--- src/design/sll_pkg.sv ---
`default_nettype none
package sll_pkg;

    // operation codes
    localparam logic [1:0] OP_INSERT = 2'd0;
    localparam logic [1:0] OP_DELETE = 2'd1;
    localparam logic [1:0] OP_INIT   = 2'd2;

    // result status codes
    localparam logic [1:0] ST_OK      = 2'd0;
    localparam logic [1:0] ST_FULL    = 2'd1;
    localparam logic [1:0] ST_DUP     = 2'd2;
    localparam logic [1:0] ST_MISSING = 2'd3;

    // slot memory read address select
    localparam logic [1:0] RD_CUR  = 2'd0;
    localparam logic [1:0] RD_LINK = 2'd1;
    localparam logic [1:0] RD_FREE = 2'd2;

    // controller to datapath
    typedef struct packed {
        logic       cap;        // latch input word, start walk registers
        logic       rd_en;      // read slot memories
        logic [1:0] rd_sel;     // read address source
        logic       step;       // advance walk by one link
        logic       hit_cap;    // keep link of the slot found
        logic       sweep;      // write one free-chain link
        logic       ins_lnk;    // hook free slot behind predecessor or at head
        logic       ins_fill;   // write key and link of fresh slot, pop free list
        logic       del_unl;    // unhook found slot
        logic       del_free;   // push found slot on free list
        logic       res_load;   // load output register
        logic [1:0] res_status;
    } t_cmd;

    // datapath to controller
    typedef struct packed {
        logic [1:0] op;
        logic       full;       // free list empty
        logic       cur_ok;     // walk start slot is valid
        logic       rd_lt;      // slot key below search key
        logic       rd_eq;      // slot key equals search key
        logic       nxt_ok;     // next link valid and step bound not reached
        logic       sweep_last;
        logic       out_free;   // output register can take a word
    } t_sts;

endpackage
`default_nettype wire

--- src/design/sll_ctrl.sv ---
`default_nettype none
module sll_ctrl (
    input  wire logic          i_clk,
    input  wire logic          i_rst_n,
    input  wire logic          i_valid,
    output logic               o_stall,
    input  wire sll_pkg::t_sts i_sts,
    output sll_pkg::t_cmd      o_cmd
);

    localparam logic [3:0] S_SWEEP    = 4'd0;
    localparam logic [3:0] S_IDLE     = 4'd1;
    localparam logic [3:0] S_DISP     = 4'd2;
    localparam logic [3:0] S_CMP      = 4'd3;
    localparam logic [3:0] S_INS_RD   = 4'd4;
    localparam logic [3:0] S_INS_LNK  = 4'd5;
    localparam logic [3:0] S_INS_FILL = 4'd6;
    localparam logic [3:0] S_DEL_UNL  = 4'd7;
    localparam logic [3:0] S_DEL_FREE = 4'd8;
    localparam logic [3:0] S_RES      = 4'd9;

    logic [3:0] r_state, n_state;
    logic [1:0] r_res_status, n_res_status;
    logic       r_sweep_res, n_sweep_res;

    always_ff @(posedge i_clk) begin
        if (!i_rst_n) begin
            r_state      <= S_SWEEP;
            r_res_status <= sll_pkg::ST_OK;
            r_sweep_res  <= 1'b0;
        end else begin
            r_state      <= n_state;
            r_res_status <= n_res_status;
            r_sweep_res  <= n_sweep_res;
        end
    end

    assign o_stall = (r_state != S_IDLE);

    always_comb begin
        n_state      = r_state;
        n_res_status = r_res_status;
        n_sweep_res  = r_sweep_res;
        o_cmd        = '0;
        o_cmd.res_status = r_res_status;
        unique case (r_state)
            S_SWEEP: begin
                o_cmd.sweep = 1'b1;
                if (i_sts.sweep_last) begin
                    n_sweep_res  = 1'b0;
                    n_res_status = sll_pkg::ST_OK;
                    n_state      = r_sweep_res ? S_RES : S_IDLE;
                end
            end
            S_IDLE: begin
                if (i_valid) begin
                    o_cmd.cap = 1'b1;
                    n_state   = S_DISP;
                end
            end
            S_DISP: begin
                if (i_sts.op == sll_pkg::OP_INIT) begin
                    n_sweep_res = 1'b1;
                    n_state     = S_SWEEP;
                end else if (i_sts.op != sll_pkg::OP_INSERT &&
                             i_sts.op != sll_pkg::OP_DELETE) begin
                    n_res_status = sll_pkg::ST_OK;
                    n_state      = S_RES;
                end else if (i_sts.op == sll_pkg::OP_INSERT && i_sts.full) begin
                    n_res_status = sll_pkg::ST_FULL;
                    n_state      = S_RES;
                end else if (i_sts.cur_ok) begin
                    o_cmd.rd_en  = 1'b1;
                    o_cmd.rd_sel = sll_pkg::RD_CUR;
                    n_state      = S_CMP;
                end else if (i_sts.op == sll_pkg::OP_INSERT) begin
                    n_state = S_INS_RD;
                end else begin
                    n_res_status = sll_pkg::ST_MISSING;
                    n_state      = S_RES;
                end
            end
            S_CMP: begin
                if (i_sts.rd_lt) begin
                    o_cmd.step = 1'b1;
                    if (i_sts.nxt_ok) begin
                        o_cmd.rd_en  = 1'b1;
                        o_cmd.rd_sel = sll_pkg::RD_LINK;
                    end else if (i_sts.op == sll_pkg::OP_INSERT) begin
                        n_state = S_INS_RD;
                    end else begin
                        n_res_status = sll_pkg::ST_MISSING;
                        n_state      = S_RES;
                    end
                end else begin
                    o_cmd.hit_cap = 1'b1;
                    if (i_sts.op == sll_pkg::OP_INSERT) begin
                        if (i_sts.rd_eq) begin
                            n_res_status = sll_pkg::ST_DUP;
                            n_state      = S_RES;
                        end else begin
                            n_state = S_INS_RD;
                        end
                    end else if (i_sts.rd_eq) begin
                        n_state = S_DEL_UNL;
                    end else begin
                        n_res_status = sll_pkg::ST_MISSING;
                        n_state      = S_RES;
                    end
                end
            end
            S_INS_RD: begin
                o_cmd.rd_en  = 1'b1;
                o_cmd.rd_sel = sll_pkg::RD_FREE;
                n_state      = S_INS_LNK;
            end
            S_INS_LNK: begin
                o_cmd.ins_lnk = 1'b1;
                n_state       = S_INS_FILL;
            end
            S_INS_FILL: begin
                o_cmd.ins_fill = 1'b1;
                n_res_status   = sll_pkg::ST_OK;
                n_state        = S_RES;
            end
            S_DEL_UNL: begin
                o_cmd.del_unl = 1'b1;
                n_state       = S_DEL_FREE;
            end
            S_DEL_FREE: begin
                o_cmd.del_free = 1'b1;
                n_res_status   = sll_pkg::ST_OK;
                n_state        = S_RES;
            end
            S_RES: begin
                if (i_sts.out_free) begin
                    o_cmd.res_load = 1'b1;
                    n_state        = S_IDLE;
                end
            end
            default: begin
                n_state = S_SWEEP;
            end
        endcase
    end

endmodule
`default_nettype wire

--- src/design/sll_dpath.sv ---
`default_nettype none
module sll_dpath #(
    parameter int SLOTS = 16
) (
    input  wire logic               i_clk,
    input  wire logic               i_rst_n,
    input  wire logic [1:0]         i_operation,
    input  wire logic signed [31:0] i_key_value,
    input  wire sll_pkg::t_cmd      i_cmd,
    output sll_pkg::t_sts           o_sts,
    output logic                    o_valid,
    input  wire logic               i_stall,
    output logic [1:0]              o_status,
    output logic [4:0]              o_entry_count
);

    localparam int AW = $clog2(SLOTS);       // slot index
    localparam int LW = $clog2(SLOTS + 1);   // link, null link = SLOTS
    localparam int EW = (LW > 5) ? LW : 5;
    localparam logic [LW-1:0] INV  = LW'(SLOTS);
    localparam logic [AW-1:0] LAST = AW'(SLOTS - 1);

    logic signed [31:0] mem_key  [SLOTS];
    logic [LW-1:0]      mem_link [SLOTS];

    logic [1:0]         r_op;
    logic signed [31:0] r_key;
    logic [LW-1:0]      r_head, r_free, r_cur, r_prev, r_at_link, r_steps;
    logic [LW-1:0]      r_count;
    logic [AW-1:0]      r_idx;
    logic signed [31:0] r_rd_key;
    logic [LW-1:0]      r_rd_link;
    logic               r_out_valid;
    logic [1:0]         r_status;
    logic [4:0]         r_ecount;

    logic [AW-1:0]      rd_addr;
    logic               wr_en;
    logic [AW-1:0]      wr_addr;
    logic [LW-1:0]      wr_data;
    logic [LW:0]        steps_nxt;
    logic [EW-1:0]      count_ext;

    always_comb begin
        case (i_cmd.rd_sel)
            sll_pkg::RD_LINK: rd_addr = r_rd_link[AW-1:0];
            sll_pkg::RD_FREE: rd_addr = r_free[AW-1:0];
            default:          rd_addr = r_cur[AW-1:0];
        endcase
    end

    always_ff @(posedge i_clk) begin
        if (i_cmd.rd_en) begin
            r_rd_key  <= mem_key[rd_addr];
            r_rd_link <= mem_link[rd_addr];
        end
    end

    // one link write per cycle
    always_comb begin
        wr_en   = 1'b0;
        wr_addr = r_idx;
        wr_data = (r_idx == '0) ? INV : LW'(r_idx) - LW'(1);
        if (i_cmd.sweep) begin
            wr_en = 1'b1;
        end else if (i_cmd.ins_lnk) begin
            wr_en   = (r_prev != INV);
            wr_addr = r_prev[AW-1:0];
            wr_data = r_free;
        end else if (i_cmd.ins_fill) begin
            wr_en   = 1'b1;
            wr_addr = r_free[AW-1:0];
            wr_data = r_cur;
        end else if (i_cmd.del_unl) begin
            wr_en   = (r_prev != INV);
            wr_addr = r_prev[AW-1:0];
            wr_data = r_at_link;
        end else if (i_cmd.del_free) begin
            wr_en   = 1'b1;
            wr_addr = r_cur[AW-1:0];
            wr_data = r_free;
        end
    end

    always_ff @(posedge i_clk) begin
        if (wr_en) begin
            mem_link[wr_addr] <= wr_data;
        end
        if (i_cmd.ins_fill) begin
            mem_key[r_free[AW-1:0]] <= r_key;
        end
    end

    // walk and payload registers
    always_ff @(posedge i_clk) begin
        if (i_cmd.cap) begin
            r_op    <= i_operation;
            r_key   <= i_key_value;
            r_prev  <= INV;
            r_cur   <= r_head;
            r_steps <= '0;
        end
        if (i_cmd.step) begin
            r_prev  <= r_cur;
            r_cur   <= r_rd_link;
            r_steps <= r_steps + LW'(1);
        end
        if (i_cmd.hit_cap) begin
            r_at_link <= r_rd_link;
        end
    end

    // list control registers
    always_ff @(posedge i_clk) begin
        if (!i_rst_n) begin
            r_idx   <= '0;
            r_head  <= INV;
            r_free  <= LW'(SLOTS - 1);
            r_count <= '0;
        end else begin
            if (i_cmd.sweep) begin
                if (r_idx == LAST) begin
                    r_idx   <= '0;
                    r_head  <= INV;
                    r_free  <= LW'(SLOTS - 1);
                    r_count <= '0;
                end else begin
                    r_idx <= r_idx + AW'(1);
                end
            end
            if (i_cmd.ins_lnk && r_prev == INV) begin
                r_head <= r_free;
            end
            if (i_cmd.ins_fill) begin
                r_free  <= r_rd_link;
                r_count <= r_count + LW'(1);
            end
            if (i_cmd.del_unl && r_prev == INV) begin
                r_head <= r_at_link;
            end
            if (i_cmd.del_free) begin
                r_free <= r_cur;
                if (r_count != '0) begin
                    r_count <= r_count - LW'(1);
                end
            end
        end
    end

    // output register
    assign count_ext = EW'(r_count);

    always_ff @(posedge i_clk) begin
        if (!i_rst_n) begin
            r_out_valid <= 1'b0;
        end else if (i_cmd.res_load) begin
            r_out_valid <= 1'b1;
        end else if (!i_stall) begin
            r_out_valid <= 1'b0;
        end
    end

    always_ff @(posedge i_clk) begin
        if (i_cmd.res_load) begin
            r_status <= i_cmd.res_status;
            r_ecount <= count_ext[4:0];
        end
    end

    assign o_valid       = r_out_valid;
    assign o_status      = r_status;
    assign o_entry_count = r_ecount;

    assign steps_nxt = {1'b0, r_steps} + (LW + 1)'(1);

    always_comb begin
        o_sts            = '0;
        o_sts.op         = r_op;
        o_sts.full       = (r_free >= INV);
        o_sts.cur_ok     = (r_cur < INV);
        o_sts.rd_lt      = (r_rd_key < r_key);
        o_sts.rd_eq      = (r_rd_key == r_key);
        o_sts.nxt_ok     = (r_rd_link < INV) && (steps_nxt < (LW + 1)'(SLOTS));
        o_sts.sweep_last = (r_idx == LAST);
        o_sts.out_free   = !r_out_valid || !i_stall;
    end

endmodule
`default_nettype wire

--- src/design/sorted_static_linked_list.sv ---
// Sequence: an insert walks the chain, then reads, links and fills a free slot; a delete
//   walks, unlinks and frees the slot found; full, duplicate and missing end sooner.
// Throughput: one word at a time, the next taken the cycle after the result is loaded;
//   the walk reads one link a cycle.
// Reinitialize rebuilds the free chain one slot a cycle, then gives its result.
// Reset: synchronous, active low; then the free-chain sweep covers all slots, no word taken.
`default_nettype none
module sorted_static_linked_list #(
    parameter int SLOTS = 16
) (
    input  wire logic               i_clk,
    input  wire logic               i_rst_n,
    // command channel
    input  wire logic               i_valid,
    output logic                    o_stall,
    input  wire logic [1:0]         i_operation,
    input  wire logic signed [31:0] i_key_value,
    // result channel
    output logic                    o_valid,
    input  wire logic               i_stall,
    output logic [1:0]              o_status,
    output logic [4:0]              o_entry_count
);

    // Controller sequences each word: dispatch, walk the sorted chain with one
    // slot read per cycle (next address comes straight from the read link),
    // then relink in two steps: a link write (head move at the head), then a
    // link write. The datapath owns the key and link memories, head/free pointers,
    // count and output register. The null link is SLOTS; walks are bounded to SLOTS steps.

    sll_pkg::t_cmd cmd;
    sll_pkg::t_sts sts;

    sll_ctrl u_ctrl (
        .i_clk   (i_clk),
        .i_rst_n (i_rst_n),
        .i_valid (i_valid),
        .o_stall (o_stall),
        .i_sts   (sts),
        .o_cmd   (cmd)
    );

    sll_dpath #(
        .SLOTS (SLOTS)
    ) u_dpath (
        .i_clk         (i_clk),
        .i_rst_n       (i_rst_n),
        .i_operation   (i_operation),
        .i_key_value   (i_key_value),
        .i_cmd         (cmd),
        .o_sts         (sts),
        .o_valid       (o_valid),
        .i_stall       (i_stall),
        .o_status      (o_status),
        .o_entry_count (o_entry_count)
    );

endmodule
`default_nettype wire

--- config.mk ---
export PLATFORM = sky130hd
export DESIGN_NAME = sorted_static_linked_list
export DESIGN_NICKNAME = d
export VERILOG_FILES = /design/src/design/sll_pkg.sv /design/src/design/sll_ctrl.sv /design/src/design/sll_dpath.sv /design/src/design/sorted_static_linked_list.sv
export SDC_FILE = /design/constraint.sdc
export NUM_CORES = 1
export LEC_CHECK = 0
export BUFFER_PORTS_ARGS = -buffer_cell sky130_fd_sc_hd__buf_2
export CORE_UTILIZATION = 50
export DETAILED_ROUTE_END_ITERATION = 12
export PLACE_DENSITY_LB_ADDON = 0.25
export SLEW_MARGIN = 10
export SYNTH_ARGS = -nofsm -noshare
export SYNTH_HDL_FRONTEND = slang
export SYNTH_HIERARCHICAL = 1
export SYNTH_SLANG_ARGS = --single-unit
--- constraint.sdc ---
create_clock -name i_clk -period 15.6 [get_ports i_clk]
set_input_delay 0.78 -clock i_clk [delete_from_list [all_inputs] [get_ports i_clk]]
set_output_delay 0.78 -clock i_clk [all_outputs]
set_load 0.01 [all_outputs]
# After elaboration in Yosys (flattened, before gate mapping)
# Memory sizes are Yosys's and may differ from the RTL's. A register that Yosys moved wholly into a read port is not among the register bits.
# Cells that the tools add are included.
# W data, S select, Z words.
# classes
addsub	6
n_lt_le_gt_ge	5
n_eq_ne	28
n_mux	91
n_reduce_logical	26
# op_table
op	n
$mux W5	25
$mux W4	21
$pmux W4 S9	1
$eq A32 B32 Y1	1
$lt A32 B32 Y1	1
$mux W2	12
$mux W1	23
$eq A4 B3 Y1 const B	4
$mux W3	5
$eq A4 B4 Y1 const B	3
$reduce_bool A3 Y1	4
$add A5 B1 Y5 const B	2
$lt A5 B5 Y1 const B	2
$pmux W3 S3	1
$eq A4 B2 Y1 const B	2
$logic_not A4 Y1	2
$ne A2 B2 Y1 const B	4
$pmux W2 S4	1
$pmux W4 S2	1
$reduce_and A7 Y1	1
$add A5 B1 Y6 const B	1
$lt A6 B5 Y1 const B	1
$ne A2 B1 Y1 const B	3
$reduce_bool A2 Y1	3
other kinds (25)	32
# word_totals
regBits	88
mem_bits_rw	592
out_inout_bits	9
mem_count	2
# memory_table
memory	words	width	rd	rd_clocked_by_memory_dff	write_ports	line	source
u_dpath.mem_key	16	32	1	1	1	sll_dpath.sv:23	logic signed [31:0] mem_key [SLOTS];
u_dpath.mem_link	16	5	1	1	1	sll_dpath.sv:24	logic [LW-1:0] mem_link [SLOTS];

# Logic depth before layout (Yosys ltp)
# Gate-level depths: netlist of the first run.
# depth
word_depth	9
ltp_mapped	20

# By module
# Netlist of the first run, hierarchy kept.
# modules_own_cells
mod	n_inst	cells_per_inst	area_per_inst_um2
sll_dpath	1	2041	29076.6
sll_ctrl	1	109	800.8

# Worst setup path before layout of the first run
# No wires, ideal clock.
# synth_path
kind	reg2reg
from	register u_dpath.r_key[31]
to	register u_dpath.r_rd_key[27] (read register of u_dpath.mem_key) (data pin)
setup_time_ns	0.272
arrival_ns	4.707
setup_slack_ns	10.621
path_stages_with_launch	20
n_path_buf	4
synth_period_minus_slack_ns	4.979
cell_sequence	edfxtp_1 -> inv_1 -> ha_1 -> nand4_1 -> or4_1 -> o21bai_1 -> nor2_1 -> a221oi_1 -> and3_1 -> buf_4 -> inv_1 -> ha_1 -> buf_6 -> a221o_2 -> buf_6 -> buf_6 -> and3_1 -> a211oi_2 -> a311oi_1 -> or4_1
# synth_lines
item	line	source
start: declaration	sll_dpath.sv:27	logic signed [31:0] r_key;
start signal: assignment	sll_dpath.sv:98	r_key <= i_key_value;
end: declaration	sll_dpath.sv:31	logic signed [31:0] r_rd_key;

==> metrics.md, run 1 <==
| Metric | Value |
|---|---|
| Clock Power Share | 44.8% |
| CTS Buffer Depth | 3 |
| Sequential area share after synthesis | 71.16% |
| Avg Synthesized Cell Area | 13.90 um2 |
| Final hold viol count | 0 |
| CP endpoint kind | flip-flop |
| Placer Congestion | 0.9166 |
| Post-Place Setup Slack | approximately 8.1 ns |
| Endpoints failing setup | 0 |
| Initial antenna violation count | 0 |
| Seq pwr share | 54.1% |
| Layout cells sized above 1 | 10.99% |
| Post-Route Skew | 0.01868 ns |
| Status | finished clean |
| Total number of vias | 18690 |
| Final antenna-violating net count | 0 |
| Power per cell area | about 120 mW/mm2 |
| Number of synthesized register bits | 717 |
| Fmax | 130.2 MHz |
| N_diodes | 0 |
| H-tree levels | 3 |
| Final worst slack | 7.918 ns |
| Initial Util | 50.62% |
| Max VDD drop | roughly 0.08 mV |
| IO Count | 47 |
| # placed instances | roughly 2900 |
| R2r endpoint | u_dpath/r_rd_link[0]$_DFFE_PP_ |
| Pre-antenna DRT Iters | 5 |
| Relative slew slack | 24.87% |
| Final Cycle Share | about 49% |
| CP Launch Type | flip-flop |
| Die X-Extent | around 250 um |
| Synth warnings | 6 |
| Hold WC Path Type | in2reg |
| Pint | roughly 3.1 mW |
| R2r worst-path depth | 17 |
| Final cell count without fillers | 2984 |
| Final net count | between 2000 and 2500 |
| DR vias/cell | 6.263 |
| RSZ-0062 raised after global routing | no |
| Pwr Total | 3.881 mW |
| CTS Hold Bufs | 0 |
| CTS tree | built |
| Dpl hpwl | 36870 um |
| Clock root buffer | clkbuf_16 |
| Worst hold endpoint | u_dpath/r_key[24]$_DFFE_PP_ |
| Total Neg Setup Slack | 0 ns |
| Post-CTS Setup Repair Bufs | 0 |
| Yosys cell types | between 70 and 80 |
| Crit-path max FO | 89 |
| Post-CTS resize count | 0 |
| Die ar. | a little over 0.06 mm2 |
| Pins Over Slew Limit | 0 |
| P&R area growth vs syn | 11.16% |
| Hold WS | 0.3384 ns |
| CTS buffer count | 74 |
| Setup crit start | u_dpath/r_key[31]$_DFFE_PP_ |
| Port buffer count | 46 |
| Required time of the worst setup path | 16.06 ns |
| Crit path time final | 7.682 ns |
| Post-route DRC violation count | 0 |
| Fillers | 4621 |
| Sw Ratio | between 10% and 20% |
| Critical path arrival | 8.14 ns |
| Reg-to-reg critical path startpoint | u_dpath/r_key[31]$_DFFE_PP_ |
| GRT Util Overall | 24.75% |
| Synth Flop Type | edfxtp_1 |
| LEAKAGE | roughly 11 nW |
| Mapped Cells | 2150 |
| Post-synth ARST share | 0% |
| Die height | 246.4 um |
| Clk slew on worst S/H paths | 0.06 ns |
| Worst-margin pin slew | 1.126 ns |
| Vias in the first global route | 17790 |
| Synth Net Count | 2229 |
| Combinational fraction of design power | 1.1% |
| Hold Path Depth | 1 |
| Reg2reg setup slack | 7.92 ns |
| Switching power | 0.7602 mW |
| Wire length per cell | 25.17 um |
| Clock sinks | approximately 700 |
| EDFF count, synth | 690 |
| Setup CP Type | reg2reg |
| Post-Syn Area | approximately 0.03 mm2 |
| Core Area | 0.05902 mm2 |
| 1st-iter DRT viols | 2222 |
| Pin count of the biggest net entering global routing | 210 |
| GRT overflow | 0 |
| Cell Rows | about 90 |
| Clk Latency, worst-skew pair | 0.62 ns |
| First-pass GRT wire length | 111900 um |
| Worst Hold Launch | i_key_value[24] |
| WL final | 75110 um |
| Maxcap violations | 0 |
## per-stage QoR
stage / instance area, um2 / utilization, %
final: 33210 / 56.27
after global placement: 30840 / 52.25
after floorplan: 29880 / -
after global routing: 33210 / 56.27
after CTS: 33210 / 56.27
after detailed placement: 30840 / 52.25
## layout by cell type, fill, tap and decap left out, drive strengths merged, types with 6 or more instances in the layout
cell type	instances
or4	38
a21oi	34
edfxtp	690
buf	83
mux2i	7
nand3	24
o21ai	22
o21a	9
a22oi	10
clkinv	34
inv	64
ha	41
nor2b	12
nand2b	16
bufinv	6
a31oi	6
mux2	6
and3	153
o211ai	7
nor2	67
dfxtp	27
clkbuf	92
nor3	13
nand4	10
nand2	353
and2	12
a22o	6
a311oi	149
a211oi	152
## per-layer routing
metal	track usage (%)	vias up	part of all wire (%)
met3	4.129	115	8.0
met2	39.03	776	47
met4	7.607	0	2.3
li1	-	8383	-
met1	35.19	9414	43
met5	0	-	0
## critical path, stage by stage, from the launching register on
cell and delay [ns]:
edfxtp_1 0.66, inv_1 0.10, ha_1 0.42, nand4_1 0.23, or4_1 0.70, o21bai_1 0.23, nor2_1 0.07, a221oi_1 0.25
buf_4 0.22, and3_1 0.35, inv_1 0.08, ha_1 0.54, a221o_4 0.83, and2_4 0.97, buf_4 0.88, nand2_1 0.12
a311oi_1 0.56, or4_1 0.28
## logic make-up after synthesis
| family | count (synthesis) | share of synthesized area, % |
|---|---|---|
| AO/OA/AOI/OAI | 439 | 11.60 |
| XOR/XNOR | 7 | 0.2052 |
| adder cells (fa/ha/maj) | 41 | 1.717 |
| buffers and inverters | 218 | 3.208 |
| flip-flops | 717 | 71.16 |
| multiplexers | 13 | 0.4606 |
| AND/OR/NAND/NOR | 715 | 11.65 |
## flip-flops by register name, indices dropped and copies added (netlist names), 4 cells and up
signal,count
u_dpath/mem_link,80
u_ctrl/r_state,4
u_dpath/r_at_link,5
u_dpath/r_cur,5
u_dpath/r_free,5
u_dpath/r_key,32
u_dpath/r_rd_key,32
u_dpath/r_steps,5
u_dpath/r_rd_link,5
u_dpath/o_entry_count,5
u_dpath/r_prev,5
u_dpath/count_ext,5
u_dpath/r_idx,4
u_dpath/r_head,5
u_dpath/mem_key,512
## how the worst max path moves through the flow
stage / slack (ns) / cells past startpoint / end
floorplan: 10.62 / 19 / u_dpath/r_rd_key[27]$_DFFE_PP_
global placement: 8.25 / 17 / u_dpath/r_rd_link[0]$_DFFE_PP_
global route: 7.45 / 17 / u_dpath/r_rd_key[21]$_DFFE_PP_
detailed placement: 8.08 / 17 / u_dpath/r_rd_link[0]$_DFFE_PP_
CTS: 8.06 / 17 / u_dpath/r_rd_link[0]$_DFFE_PP_
finish: 7.92 / 17 / u_dpath/r_rd_link[0]$_DFFE_PP_
## cell type report
class	count	area (um2)	area share (%)
Clock buffer	92	2003	6.032
Tap cell	773	967.2	2.912
Sequential cell	717	21260	64.02
Inverter	64	240.2	0.7234
Multi-Input combinational cell	1215	7838	23.60
Clock inverter	40	369.1	1.111
Timing Repair Buffer	83	533.0	1.605
## cells in the mapped netlist, types with 3 or more instances
cell      count  area, um2
a22o_1        6      52.55
and3_1      153      957.2
and2_1       12      75.07
clkbuf_1    103      386.6
ha_1         41      513.0
or3b_2        3      26.28
a21oi_1      34      170.2
a31oi_1       6      37.54
o211ai_1      7      52.55
nand2b_1     15      93.84
nor4_1        3      18.77
a221oi_1      5      43.79
nor2b_1      12      75.07
nor3_1       13      65.06
a22oi_1       9      67.56
nor2_1       66      247.7
a21o_1        4      30.03
a211oi_2      9      112.6
edfxtp_1    690      20720
buf_1         8      30.03
mux2i_1       7      70.07
o31ai_1       3      22.52
xnor2_1       5      43.79
mux2_2        6      67.56
a211oi_1    143       1074
dfxtp_1      27      540.5
nand3_1      24      120.1
buf_2        28      140.1
o211a_1       5      50.05
or2_2         3      18.77
o21a_1        9      67.56
nand4_1      10      62.56
buf_6        13      146.4
nand2_1     353       1325
inv_1        62      232.7
o32ai_1       3      26.28
o21ai_0      20      100.1
or4_1        38      285.3
o221ai_1      5      43.79
a311oi_1    149       1305
## power by group through the flow
| stage | Combinational (mW) | Clock (mW) | Sequential [mW] |
|---|---|---|---|
| after global placement | 0.0397 | 0 | 2.14 |
| final | 0.0408 | 1.74 | 2.10 |
| after floorplan | 0.0197 | 0 | 2.14 |
| after detailed placement | 0.0407 | 0 | 2.14 |
| after global routing | 0.0444 | 1.84 | 2.10 |
| after CTS | 0.0408 | 1.77 | 2.10 |
Note: power is estimated with default switching activity, not from simulation.
==> run 2: changes to the inputs <==
- ABC_AREA: unset -> 1
- clock period: 15.6 -> 6.6 ns (I/O delays scaled with it)
==> run 2 against run 1 <==
Compared with the run above:
- non-clock buffer count up 41
- highest routed layer unchanged
- global-route usage is 1.1 points lower
- first-iteration DRC count decreased by 8.2%
- total power increased to 2.7 times the previous value
- combinational power increased to 21 times the previous value
==> metrics.md, run 2 <==
| Metric | Value |
|---|---|
| Area leader, netlist | edfxtp_1 |
| CP peak stage delay | 0.70 ns |
| Clk Latency, worst-skew pair | 0.64 ns |
| Final Cycle Share | 81.86% |
| R2r endpoint | u_dpath/r_rd_key[11]$_DFFE_PP_ |
| Cell Rows | between 90 and 100 |
| CP Launch Type | flip-flop |
| Initial antenna violation count | 0 |
| 1st-iter DRT viols | ~2000 |
| Max reg flops | ~500 |
| Mapped Cells | 2837 |
| Worst path depth | 26 |
| Multi-input gate area | 0.007839 mm2 |
| Total number of vias | between 20000 and 25000 |
| Layout cells sized above 1 | 8.763% |
| Fillers | ~5200 |
| Synth Net Count | around 3000 |
| Synth Flop Type | edfxtp_1 |
| CP Capture Point | u_dpath/r_rd_key[11]$_DFFE_PP_ |
| Sequential area share after synthesis | 68.08% |
| Crit-path max FO | 85 |
| Status | finished clean |
| Die X-Extent | 251.9 um |
| Reg-to-reg critical path startpoint | u_dpath/r_key[15]$_DFFE_PP_ |
| Critical path arrival | around 5.8 ns |
| Worst-margin pin slew | approximately 1.2 ns |
| Initial Util | 50.60% |
| Slowest-stage cell, CP | inv_4 |
| Maxcap violations | 0 |
| Crit-path leading delay family | simple AND/OR/NAND/NOR gates |
| GRT Util Overall | between 20% and 30% |
| Setup crit start | u_dpath/r_key[15]$_DFFE_PP_ |
| Share of the synthesized area in the top cell type | approximately 66% |
| Avg Synthesized Cell Area | roughly 11 um2 |
| Relative slew slack | 21.56% |
| Largest cells by area after synthesis | edfxtp_1, nand2_1, nand3_1 |
| Clk slew on worst S/H paths | ~0.060 ns |
| Yosys cell types | 42 |
| IO Count | 47 |
| Most frequent cells in the layout | nand2_1, edfxtp_1, inv_1, nand3_1, o211ai_1 |
| Most common cell on crit path | nand2_1 |
| Pins Over Slew Limit | 0 |
| Vias in the first global route | 19720 |
| Pwr Total | ~10 mW |
| Post-CTS Setup Repair Bufs | 0 |
| Hold WC Path Type | in2reg |
| Final antenna-violating net count | 0 |
| Post-DP Area | ~0.032 mm2 |
| Port buffer count | 46 |
| Die ar. | 0.06346 mm2 |
| Wire length per cell | around 20 um |
| Clock root buffer | clkbuf_16 |
| Commonest non-fill, non-tap cell in the layout | nand2_1 |
| Post-Route Skew | ~0.029 ns |
| Final net count | 2986 |
| Pre-antenna DRT Iters | 6 |
| Setup CP Type | reg2reg |
| P&R area growth vs syn | 12.71% |
| Power per cell area | ~300 mW/mm2 |
| Core Area | 0.06171 mm2 |
| Fmax | 185.1 MHz |
| Post-route DRC violation count | 0 |
| Final core occ | a little under three fifths |
| Most frequent cell after synthesis | nand2_1 |
| WL final | about 74000 um |
| Dpl hpwl | roughly 38000 um |
| Final hold viol count | 0 |
| N_diodes | 0 |
| GRT overflow | 0 |
| CTS Buffer Depth | 3 |
| FF/Latch Area | 0.02126 mm2 |
| Post-route cell area | between 0.03 and 0.04 mm2 |
| CTS buffer count | 76 |
| R2r worst-path depth | 26 |
| H-tree levels | 3 |
| Synth warnings | 6 |
| EDFF count, synth | 690 |
| LEAKAGE | 13.95 nW |
| RSZ-0062 raised after global routing | no |
| CTS tree | built |
| Crit path time final | between 5 and 6 ns |
| Reg2reg setup slack | 1.20 ns |
| Buffers & Inverters on Critical Path | 7 |
| Pin count of the biggest net entering global routing | 194 |
| Required time of the worst setup path | 6.98 ns |
| Endpoints failing setup | 0 |
| First-pass GRT wire length | 113800 um |
| Total Neg Setup Slack | 0 ns |
| Post-synth ARST share | 0% |
| Clock sinks | 717 |
| Top cells by count, synth | nand2_1, edfxtp_1, inv_1 |
| Number of synthesized register bits | 717 |
| Die height | 251.9 um |
| CP endpoint kind | flip-flop |
| Post-Syn Area | approximately 0.031 mm2 |
| Placer Congestion | 0.8846 |
| Max VDD drop | 0.1857 mV |
| DR vias/cell | 5.400 |
-- run 2: changes by cell type after synthesis, moves of 15 or more --
cell and change:
or4_1 -38, o211ai_1 +138, nand3_1 +306, nand2_1 +445, nand2b_1 -15, a311oi_1 -149
clkbuf_1 -84, buf_2 +55, o21ai_0 +18, and3_1 -153, inv_1 +345, a211oi_1 -140
nor2_1 +17
-- run 2: area by class of cell --
cell class	instances	share of cell area [%]
Sequential cell	717	60.40
Multi-Input combinational cell	1570	22.27
Tap cell	837	2.975
Timing Repair Buffer	124	2.787
Inverter	418	4.472
Clock inverter	43	1.337
Clock buffer	95	5.755
-- run 2: timing repair --
item | in CTS | in global routing
hold buffers | 36 | 0
endpoints found under the hold margin | 39 | 0
resized for setup | 0 | 0
-- run 2: through the flow --
step,hold WS (ns),worst slack (ns),std cells
after detailed placement,0.4583,1.257,3630
after floorplan,0.4289,3.163,2837
after global placement,0.4550,1.427,3630
after global routing,0.2375,0.7617,3804
final,0.1919,1.197,3804
after CTS,0.1606,1.228,3804
-- run 2: cells by family (layout without fill, tap and decap cells) --
family	count (synthesis)	after routing	share of synthesized area, %
compound gates	262	262	5.774
xor+xnor	4	4	0.1122
fa+ha+maj	41	41	1.643
buf+inv	550	680	7.364
flops	717	717	68.08
simple gates	1263	1263	17.02
-- run 2: worst min-delay path by stage --
stage	start	endpoint	depth (start not counted)
global placement	u_dpath/r_head[0]$_SDFFE_PN0P_	u_dpath/r_head[0]$_SDFFE_PN0P_	2
detailed placement	u_dpath/r_head[0]$_SDFFE_PN0P_	u_dpath/r_head[0]$_SDFFE_PN0P_	2
finish	i_valid	u_ctrl/r_state[0]$_SDFFE_PN0P_	4
global route	i_valid	u_ctrl/r_state[0]$_SDFFE_PN0P_	4
CTS	i_valid	u_ctrl/r_state[0]$_SDFFE_PN0P_	4
floorplan	i_key_value[0]	u_dpath/r_key[0]$_DFFE_PP_	0
-- run 2: worst register-to-register path, stage by stage (launching register included) --
cell	delay [ns]
edfxtp_1	0.67
inv_1	0.10
ha_1	0.33
nand2_1	0.06
inv_1	0.09
nand3_1	0.10
nor2_1	0.34
nand2_1	0.09
nand2_1	0.13
nand2_1	0.10
nand2_1	0.07
nand2_1	0.05
nand2_1	0.28
nand3_4	0.15
inv_1	0.12
inv_1	0.05
ha_1	0.30
inv_2	0.10
nand3_2	0.14
nand2_8	0.31
inv_4	0.75
buf_4	0.38
nand2_1	0.10
nand3_1	0.09
nand3_1	0.10
nand3_1	0.12
nand2_1	0.06
-- run 2: routing by layer --
layer  global-route usage [%]  wire (um)
met3                    3.198       5120
met4                    6.892       1216
met5                        0          0
met2                    38.97      35760
met1                    32.85      32030
-- run 2: power breakdown --
group	switching, mW	internal, mW	leakage (nW)
logic	0.615	0.247	6.30
clock network	1.78	2.48	1.21
registers	0.0860	5.21	6.43
total	2.48	7.93	13.9
==> run 3: changes to the inputs <==
- ABC_AREA: 1 -> 0
- clock period: 6.6 -> 4.84 ns (I/O delays scaled with it)
==> run 3 against run 2 <==
Compared with the run above:
- cell area up 0.22%
- first-iteration DRC count is 1.3% higher
- hold slack got worse by 0.080 ns
- fmax increased by 15%
==> metrics.md, run 3 (synthesis results as in run 1) <==
| Metric | Value |
|---|---|
| Status | finished clean |
| Crit-path max FO | 14 |
| CTS buffer count | 75 |
| Worst-margin pin slew | 1.055 ns |
| Hold WC Path Type | in2reg |
| GRT overflow | 0 |
| Clk slew on worst S/H paths | 0.06 ns |
| Post-Place Setup Slack | -0.03951 ns |
| Crit path time final | 4.715 ns |
| Post-route DRC violation count | 0 |
| Total Neg Setup Slack | 0 ns |
| Pins Over Slew Limit | 0 |
| CTS Buffer Depth | 3 |
| Post-Route Skew | roughly 0.025 ns |
| Max reg flops | between 500 and 600 |
| H-tree levels | 3 |
| FF/Latch Area | 0.02126 mm2 |
| CP endpoint kind | flip-flop |
| Required time of the worst setup path | 5.20 ns |
| Placer Congestion | 0.8994 |
| Critical path arrival | 5.07 ns |
| Pre-antenna DRT Iters | 5 |
| Initial antenna violation count | 0 |
| Final antenna-violating net count | 0 |
| Initial Util | 50.62% |
| Die X-Extent | 246.4 um |
| Layout cells sized above 1 | 16.91% |
| Clock root buffer | clkbuf_16 |
| Core Area | 0.05902 mm2 |
| Relative slew slack | 29.52% |
| Setup CP Type | reg2reg |
| Final net count | 2409 |
| CTS tree | built |
| LEAKAGE | between 10 and 15 nW |
| Die ar. | 0.06074 mm2 |
| Pwr Total | ~12 mW |
| Port buffer count | 46 |
| Fillers | around 4500 |
| Die height | 246.4 um |
| WL final | 80570 um |
| N_diodes | 0 |
| Clock sinks | 717 |
| Final worst slack | 0.1250 ns |
| IO Count | 47 |
| Power per cell area | 351.8 mW/mm2 |
| First-pass GRT wire length | about 120000 um |
| Max VDD drop | 0.4714 mV |
| Fmax | roughly 210 MHz |
| Most frequent cells in the layout | edfxtp_1, nand2_1, and3_1, a311oi_1, buf_4 |
| CP Launch Type | flip-flop |
| Clk Latency, worst-skew pair | 0.63 ns |
| Cell Rows | 89 |
| Dpl hpwl | 45060 um |
| Final hold viol count | 0 |
| DR vias/cell | 6.218 |
| P&R area growth vs syn | 18.06% |
| 1st-iter DRT viols | approximately 2100 |
| Final Cycle Share | about 97% |
| Hold WS | 0.1117 ns |
| Pin count of the biggest net entering global routing | 65 |
| Commonest non-fill, non-tap cell in the layout | edfxtp_1 |
| Multi-input gate area | between 0.008 and 0.009 mm2 |
| Total number of vias | 19620 |
| Wire length per cell | 25.53 um |
| Vias in the first global route | between 15000 and 20000 |
| GRT Util Overall | approximately a quarter |
| Maxcap violations | 0 |
| Endpoints failing setup | 0 |
==> run 3: cell types whose count changed in the layout (fill, tap and decap cells not counted), sizes merged, moves of 26 or more <==
cell,change
nand3,-310
inv,-355
a211oi,+149
nor2,-26
nand2,-452
a311oi,+149
o211ai,-146
or4,+38
and3,+153
buf,+127
==> run 3: metal layers <==
metal / GRT usage (%) / wire, um / vias to the layer above
li1: - / - / 8746
met1: 36.54 / 33220 / 9781
met2: 41.49 / 38160 / 934
met3: 4.259 / 6900 / 163
met4: 8.624 / 2276 / 0
met5: 0 / 0 / -
==> run 3: path summary, 6_finish.rpt <==
check	cells after the start	from	slack [ns]	to
worst min register to register	0	u_ctrl/r_res_status[1]$_SDFFE_PN0P_	0.44	u_dpath/o_status[1]$_DFFE_PP_
worst max-delay path	18	u_dpath/r_key[7]$_DFFE_PP_	0.13	u_dpath/r_rd_key[30]$_DFFE_PP_
worst max register to register	18	u_dpath/r_key[7]$_DFFE_PP_	0.13	u_dpath/r_rd_key[30]$_DFFE_PP_
worst min-delay path	4	i_valid	0.11	u_ctrl/r_state[0]$_SDFFE_PN0P_
==> run 3: worst max-delay path: stages, from the launching register on <==
cell	delay, ns
edfxtp_1	0.40
inv_1	0.09
ha_1	0.24
and3_4	0.20
a221o_1	0.38
a221oi_2	0.30
o211ai_1	0.16
a221oi_2	0.37
and3_1	0.25
inv_1	0.08
ha_4	0.31
buf_8	0.12
nand2b_4	0.15
buf_12	0.17
clkbuf_16	0.19
and3_1	0.18
a211oi_1	0.27
a311oi_1	0.09
or4_1	0.50
==> run 3: cell type report <==
cell class / instances / share of cell area (%)
Inverter: 64 / 0.6810
Sequential cell: 717 / 60.27
Clock buffer: 97 / 5.796
Tap cell: 773 / 2.742
Timing Repair Buffer: 256 / 7.009
Clock inverter: 33 / 0.7662
Multi-Input combinational cell: 1216 / 22.73
==> run 3: what timing repair did <==
item,CTS,global route
cloned,0,6
hold buffers,36,0
gates resized for setup,3,36
buffers inserted,1,11
pin swaps,4,9
endpoints found under the setup margin,6,37
hold endpoints to repair,40,0
==> run 3: metrics by stage <==
| stage | instances | area [um2] | util, % |
|---|---|---|---|
| after floorplan | 2150 | 29880 | - |
| after global placement | 2972 | 32150 | 54.48 |
| after detailed placement | 2972 | 32150 | 54.48 |
| after CTS | 3139 | 34850 | 59.05 |
| after global routing | 3156 | 35270 | 59.77 |
| final | 3156 | 35270 | 59.77 |
==> run 3: power by group <==
group          internal, mW  switching, mW  total [mW]  leakage (nW)
combinational        0.0583         0.0934       0.152          4.83
sequential             6.76         0.0108        6.77          6.44
clock                  3.14           2.34        5.49          1.12
total                  9.96           2.45        12.4          12.4
